==> src/dsi_pkg.sv <==
// Shared package of the daily schedule interpolator.
// Holds widths, opcodes, status codes and the controller/datapath structs.
// No dependencies.
`timescale 1ns / 1ps

package dsi_pkg;

    localparam int DAY_MINUTES      = 1440;
    localparam int MAX_POINTS_DEF   = 16;
    localparam int NUM_CHANNELS_DEF = 8;
    localparam int PWM_FULL         = 10000;

    localparam int OPC_W    = 3;
    localparam int TIME_W   = 11;
    localparam int CH_W     = 3;
    localparam int PWM_W    = 14;
    localparam int CUR_W    = 16;
    localparam int STATUS_W = 2;
    localparam int COUNT_W  = 5;
    localparam int CFG_W    = 4;
    localparam int VAL_W    = 16;
    // magnitude of a level difference times a minute offset
    localparam int PROD_W   = VAL_W + TIME_W;

    localparam logic [CFG_W-1:0] ACTIVE_RESET = 4'd8;

    localparam logic [OPC_W-1:0] OP_NEW    = 3'd0;
    localparam logic [OPC_W-1:0] OP_WRITE  = 3'd1;
    localparam logic [OPC_W-1:0] OP_REMOVE = 3'd2;
    localparam logic [OPC_W-1:0] OP_CLEAR  = 3'd3;
    localparam logic [OPC_W-1:0] OP_QUERY  = 3'd4;

    localparam logic [STATUS_W-1:0] ST_OK       = 2'd0;
    localparam logic [STATUS_W-1:0] ST_FULL     = 2'd1;
    localparam logic [STATUS_W-1:0] ST_BAD_TIME = 2'd2;
    localparam logic [STATUS_W-1:0] ST_NO_POINT = 2'd3;

    typedef struct packed {
        logic                accept;
        logic                scan_start;
        logic                scan_step;
        logic                k_to_n;
        logic                insert;
        logic                remove;
        logic                clear_pts;
        logic                zero_start;
        logic                zero_step;
        logic                wr_chan;
        logic                set_status;
        logic [STATUS_W-1:0] status;
        logic                setup;
        logic                rd_a;
        logic                rd_b;
        logic                cap;
        logic                mul;
        logic                div_step;
        logic                fin;
        logic                load_out;
        logic                next_ch;
    } dsi_cmd_t;

    typedef struct packed {
        logic [OPC_W-1:0] op;
        logic             q_bad;
        logic             pt_bad;
        logic             empty;
        logic             full;
        logic             scan_done;
        logic             match;
        logic             zero_last;
        logic             div_done;
        logic             out_free;
        logic             last;
    } dsi_stat_t;

endpackage

==> src/dsi_ctrl.sv <==
// Controller state machine: sequences scan, table updates and per-channel work.
// Depends on dsi_pkg.
`timescale 1ns / 1ps

module dsi_ctrl
    import dsi_pkg::*;
(
    input  logic      clk,
    input  logic      rst_n,
    input  logic      req_valid,
    output logic      req_ready,
    input  dsi_stat_t st,
    output dsi_cmd_t  cmd
);

    localparam logic [4:0] S_IDLE     = 5'd0;
    localparam logic [4:0] S_DISPATCH = 5'd1;
    localparam logic [4:0] S_SCAN     = 5'd2;
    localparam logic [4:0] S_DECIDE   = 5'd3;
    localparam logic [4:0] S_FREE     = 5'd4;
    localparam logic [4:0] S_ZERO     = 5'd5;
    localparam logic [4:0] S_RD_A     = 5'd6;
    localparam logic [4:0] S_RD_B     = 5'd7;
    localparam logic [4:0] S_CAP      = 5'd8;
    localparam logic [4:0] S_MUL      = 5'd9;
    localparam logic [4:0] S_DIV      = 5'd10;
    localparam logic [4:0] S_FIN      = 5'd11;
    localparam logic [4:0] S_EMIT     = 5'd12;

    logic [4:0] state_reg;
    logic [4:0] state_next;
    logic       zq_reg;
    logic       zq_next;

    assign req_ready = (state_reg == S_IDLE);

    always_comb
    begin
        state_next = state_reg;
        zq_next    = zq_reg;
        cmd        = '0;
        case (state_reg)
            S_IDLE:
            begin
                if (req_valid)
                begin
                    cmd.accept = 1'b1;
                    zq_next    = 1'b0;
                    state_next = S_DISPATCH;
                end
            end
            S_DISPATCH:
            begin
                case (st.op)
                    OP_QUERY:
                    begin
                        if (st.q_bad)
                        begin
                            cmd.set_status = 1'b1;
                            cmd.status     = ST_BAD_TIME;
                            zq_next        = 1'b1;
                            state_next     = S_EMIT;
                        end
                        else if (st.empty)
                        begin
                            zq_next    = 1'b1;
                            state_next = S_EMIT;
                        end
                        else
                        begin
                            cmd.scan_start = 1'b1;
                            state_next     = S_SCAN;
                        end
                    end
                    OP_NEW, OP_WRITE, OP_REMOVE:
                    begin
                        if (st.pt_bad)
                        begin
                            cmd.set_status = 1'b1;
                            cmd.status     = ST_BAD_TIME;
                            state_next     = S_EMIT;
                        end
                        else
                        begin
                            cmd.scan_start = 1'b1;
                            state_next     = S_SCAN;
                        end
                    end
                    OP_CLEAR:
                    begin
                        cmd.clear_pts = 1'b1;
                        state_next    = S_EMIT;
                    end
                    default:
                    begin
                        state_next = S_EMIT;
                    end
                endcase
            end
            S_SCAN:
            begin
                cmd.scan_step = 1'b1;
                if (st.scan_done)
                begin
                    state_next = S_DECIDE;
                end
            end
            S_DECIDE:
            begin
                case (st.op)
                    OP_QUERY:
                    begin
                        cmd.setup  = 1'b1;
                        state_next = S_RD_A;
                    end
                    OP_NEW:
                    begin
                        if (st.match)
                        begin
                            cmd.zero_start = 1'b1;
                            state_next     = S_ZERO;
                        end
                        else if (st.full)
                        begin
                            cmd.set_status = 1'b1;
                            cmd.status     = ST_FULL;
                            state_next     = S_EMIT;
                        end
                        else
                        begin
                            cmd.k_to_n = 1'b1;
                            state_next = S_FREE;
                        end
                    end
                    OP_WRITE:
                    begin
                        if (st.match)
                        begin
                            cmd.wr_chan = 1'b1;
                        end
                        else
                        begin
                            cmd.set_status = 1'b1;
                            cmd.status     = ST_NO_POINT;
                        end
                        state_next = S_EMIT;
                    end
                    OP_REMOVE:
                    begin
                        if (st.match)
                        begin
                            cmd.remove = 1'b1;
                        end
                        else
                        begin
                            cmd.set_status = 1'b1;
                            cmd.status     = ST_NO_POINT;
                        end
                        state_next = S_EMIT;
                    end
                    default:
                    begin
                        state_next = S_EMIT;
                    end
                endcase
            end
            S_FREE:
            begin
                cmd.insert = 1'b1;
                state_next = S_ZERO;
            end
            S_ZERO:
            begin
                cmd.zero_step = 1'b1;
                if (st.zero_last)
                begin
                    state_next = S_EMIT;
                end
            end
            S_RD_A:
            begin
                cmd.rd_a   = 1'b1;
                state_next = S_RD_B;
            end
            S_RD_B:
            begin
                cmd.rd_b   = 1'b1;
                state_next = S_CAP;
            end
            S_CAP:
            begin
                cmd.cap    = 1'b1;
                state_next = S_MUL;
            end
            S_MUL:
            begin
                cmd.mul    = 1'b1;
                state_next = S_DIV;
            end
            S_DIV:
            begin
                if (st.div_done)
                begin
                    state_next = S_FIN;
                end
                else
                begin
                    cmd.div_step = 1'b1;
                end
            end
            S_FIN:
            begin
                cmd.fin    = 1'b1;
                state_next = S_EMIT;
            end
            S_EMIT:
            begin
                // hold until the result register frees up
                if (st.out_free)
                begin
                    cmd.load_out = 1'b1;
                    if (st.last)
                    begin
                        state_next = S_IDLE;
                    end
                    else
                    begin
                        cmd.next_ch = 1'b1;
                        state_next  = zq_reg ? S_EMIT : S_RD_A;
                    end
                end
            end
            default:
            begin
                state_next = S_IDLE;
            end
        endcase
    end

    always_ff @(posedge clk or negedge rst_n)
    begin
        if (!rst_n)
        begin
            state_reg <= S_IDLE;
            zq_reg    <= 1'b0;
        end
        else
        begin
            state_reg <= state_next;
            zq_reg    <= zq_next;
        end
    end

endmodule

==> config.mk <==
export PLATFORM = sky130hd
export DESIGN_NAME = dsi_ctrl
export DESIGN_NICKNAME = d
export VERILOG_FILES = /design/src/dsi_pkg.sv /design/src/dsi_ctrl.sv
export SDC_FILE = /design/constraint.sdc
export NUM_CORES = 1
export LEC_CHECK = 0
export BUFFER_PORTS_ARGS = -buffer_cell sky130_fd_sc_hd__buf_4
export CAP_MARGIN = 10
export CORE_MARGIN = 2
export CORE_UTILIZATION = 43
export DETAILED_ROUTE_END_ITERATION = 8
export GPL_ROUTABILITY_DRIVEN = 0
export PLACE_DENSITY = 0.79
export SLEW_MARGIN = 20
export SYNTH_ARGS = -nofsm -noshare
export SYNTH_HDL_FRONTEND = slang
export SYNTH_SLANG_ARGS = --single-unit
==> constraint.sdc <==
create_clock -name clk -period 3.05 [get_ports clk]
set_input_delay 0.61 -clock clk [delete_from_list [all_inputs] [get_ports clk]]
set_output_delay 0.61 -clock clk [all_outputs]
set_load 0.05 [all_outputs]
# After elaboration in Yosys (flattened, before gate mapping)

Cells that the tools add are included.

Reduce and logical (&&, ||, !) cells: 7
Eq/ne operators: 23
Mux-type cells: 63

Operators with widths:

| cell                                                 | count |
|---|---|
| case mux 5 bit (13 select lines)                     | 1 |
| 2-to-1 mux 1 bit                                     | 36 |
| 2-to-1 mux 5 bit                                     | 6 |
| equality test 5 x 4 -> 1 bit (second input constant) | 5 |
| 2-to-1 mux 4 bit                                     | 6 |
| equality test 5 x 3 -> 1 bit (second input constant) | 4 |
| case mux 5 bit (2 select lines)                      | 2 |
| case mux 3 bit (2 select lines)                      | 3 |
| 2-to-1 mux 3 bit                                     | 5 |
| inequality test 2 bit (second input constant)        | 6 |
| equality test 5 x 2 -> 1 bit (second input constant) | 2 |
| equality test 3 x 2 -> 1 bit (second input constant) | 2 |
| equality test 5 x 1 -> 1 bit (second input constant) | 1 |
| logical NOT 5 bit                                    | 1 |
| AND reduction 5 bit                                  | 1 |
| 2-to-1 mux 2 bit                                     | 2 |
| case mux 1 bit (2 select lines)                      | 2 |
| AND reduction 4 bit                                  | 1 |
| equality test 3 x 1 -> 1 bit (second input constant) | 1 |
| equality test 3 bit (second input constant)          | 1 |
| logical NOT 3 bit                                    | 1 |
| inequality test 3 bit (second input constant)        | 1 |
| OR reduction 3 bit                                   | 1 |
| nonzero test 2 bit                                   | 1 |
| OR reduction 2 bit                                   | 1 |

Input bits: 16
Logic and storage cells: 95
Output and inout port bits: 23
Bits in registers: 6

# Depth between registers and ports, before layout

Word-level depth: 4
Depth in mapped cells: 6
Depth with buffers taken out: 4

# Worst setup path after synthesis

Ideal clock, no wire load.

Path type: input-to-output
Start point: in st[12] in the netlist's numbering
End point: out cmd[18] in the netlist's numbering
Data required time: 2440 ps
Path slack: -352 ps
Data arrival time: 2792 ps
Buffers on the path: 1
Stages: 3
Cells stage by stage: clkbuf_1 or4_4 nor4_1

RTL lines:

| item            | line           | text |
|---|---|---|
| start, declared | dsi_ctrl.sv:12 | `input dsi_stat_t st,` |
| end, declared   | dsi_ctrl.sv:13 | `output dsi_cmd_t cmd` |

==> metrics.yaml <==
grt_pass1_vias: 833
cp_top_family: "simple AND/OR/NAND/NOR gates"
avgSynthCellArea_sq_um: 6.92
finalSetupViolations: 0
finalCritPeriodShare: 0.973
fin_nets: 154
endpoint_kind: "primary output"
cp_slowest_stage_delay_ns: 0.53
post-route-util: 0.685
cp.arrival_ns: 2.36
initial_core_util: 0.459
drv_slew: 0
cts_setup_buffers: 0
crit_chain: "or2_4, or4_4, or4b_1, o211ai_1, buf_4"
crit_buf_inv: 1
multi_input_area_sq_um: 534
r2r_cells: 4
crit_fanout: 9
htreeDepth: 1
grt_max_degree: 16
vias_per_cell: 6.03
drt_wl_total_mm: 2.11
antenna_found_initial: 0
timing.rr.start: "state_reg[3]"
met2_usage: 0.409
critPathLaunch: "state_reg[3]"
synth_flop_cell: "dfrtp_1"
use_met3: 0.0327
post_cts_resized: 0
rows: 14
firstDrtPassIters: 4
cap_violations: 0
max_freq_mhz: 337
seqCellArea_sq_um: 125
synth_nets: 116
syn_to_final_growth_pct: 49.2
synth-seq-cells: 5
coreArea_sq_mm: 0.00151
grt_pass1_wl_mm: 3.46
status: "completed"
p_leak_nw: 0.468
ant_nets: 0
cts_made_buffers: 3
hpwl_mm: 1.66
ys_seq_area_frac: 0.181
setup.worst_path.end: "cmd[11]"
synth_cell_types: 38
gr-usage-met1: 0.292
r2r_end: "state_reg[0]"
clock_skew_ns: 0.00642
wl_per_cell_um: 13.8
r2r_setup_slack_ns: 1.16
crit_required_ns: 2.44
worst-path-stages: 5
start_kind: "flop"
drtIter0Drc: 36
cts.path.max_buffers: 2
postSynthCellCount: 100
route.vias.total: 922
powerDensity_mw_per_mm2: 859
synth-edff-count: 0
root_buffer: "clkbuf_4"
drive_above_1_share: 0.401
worst_pin_slew_ns: 0.382
cts_hold_buffers: 0
critPathSlowestCell: "or4_4"
hold_class: "input pin to asynchronous set/reset pin"
fillCellCount: 126
die_area_sq_mm: 0.00195
finalCriticalPeriod_ns: 2.97
gr-total-overflow: 0
clock_sinks: 5
io_pins: 39
synthArstFlopShare: 1.00
ir_drop_mv: 0.541
slew-limit-headroom: 0.742
critical_path_class: "flop to primary output"
antennaDiodeCount: 0
rsz0062_at_grt: "no"
cts_tree: "done"
clk_latency_ns: 0.24
die_h_um: 44.1
synth_warnings: 0
synth_area_sq_um: 692
drc_errors: 0
grt.busiest_layer: "met2"
die_w_um: 44.1
portBuffers: 38
cts.clk_slew.worst_paths_ns: 0.05
hold_viol: 0
largest_reg_flops: 4
grt_util_all_layers: 0.228
fin_tns_setup_ns: 0
## cells by family (layout without fill, tap and decap cells)
family,Yosys count,after routing,synth area share
AOI/OAI and AO/OA,24,24,0.255
xor gates and xnor gates,1,1,0.0127
buffers and inverters,13,50,0.0705
DFF,5,5,0.181
muxes,1,1,0.0163
and+or+nand+nor,56,56,0.465
## cells in the mapped netlist (2+ instances only)
cell type  instances  area (sq um)
inv_1              5          18.8
a211oi_1           3          22.5
nand2b_1           4          25.0
o211ai_1           2          15.0
nor3_1             7          35.0
nor2_1            15          56.3
o32a_1             3          30.0
o21ai_0            4          20.0
clkbuf_1           7          26.3
nor4b_1            3          26.3
a21oi_1            3          15.0
o2bb2ai_1          2          17.5
dfrtp_1            5           125
nor3b_1            4          30.0
o2111ai_1          2          17.5
nand2_1            7          26.3
and3_1             2          12.5
o32ai_1            2          17.5
## worst reg2reg max path, stage by stage (launching register included)
cell and delay [ns]:
dfrtp_1 0.45, or2_4 0.31, or4_1 0.57, o32a_1 0.35
o32ai_1 0.11
## stage by stage
step / hold slack [ns] / setup WS (ns) / cells / cell area, sq um / total power (W)
floorplan: 0.314 / 0.00356 / 100 / 708 / 0.000622
global placement: 0.414 / 0.288 / 149 / 1010 / 0.000800
detailed placement: 0.414 / 0.269 / 149 / 1010 / 0.000802
CTS: 0.168 / 0.0851 / 153 / 1030 / 0.000880
global route: 0.153 / 0.0177 / 153 / 1030 / 0.000951
finish: 0.165 / 0.0838 / 153 / 1030 / 0.000887
## how the worst min path moves through the flow
stage | from | endpoint | slack [ns] | cells past startpoint
finish | rst_n | state_reg[2] | 0.16 | 1
global route | rst_n | state_reg[2] | 0.15 | 1
CTS | rst_n | state_reg[3] | 0.17 | 1
detailed placement | rst_n | zq_reg | 0.41 | 1
global placement | rst_n | zq_reg | 0.41 | 1
floorplan | rst_n | state_reg[0] | 0.31 | 0
## routing by layer
metal	part of all wire	up-vias
met2	0.50	58
met1	0.39	415
li1	-	447
met4	0.0090	0
met3	0.095	2
met5	0	-
## report_power, final
group / switching [W] / internal (W)
registers: 0.0000266 / 0.000100
logic: 0.000439 / 0.000247
clock network: 0.0000248 / 0.0000493
## placed cells by master, fill, tap and decap left out, types with 2 or more instances in the layout
cell type and count:
nand2b_1 4, o21ai_0 3, nor3b_2 2, o2111ai_1 2, inv_1 5, buf_4 41
o2bb2ai_1 2, a21oi_1 3, a211oi_1 3, o211ai_1 2, nor3b_1 2, clkbuf_4 3
nor3_1 7, o32ai_1 2, nand2_1 7, dfrtp_1 5, and3_1 2, nor4b_1 3
nor2_1 15, o32a_1 3
## area by class of cell
cell class / count / area share
multi-input cells: 82 / 0.518
repair buffers: 41 / 0.298
flip-flops and latches: 5 / 0.121
clock buffers: 4 / 0.0255
well taps: 16 / 0.0194
inverters: 5 / 0.0182
(Power assumes the default switching activity.)
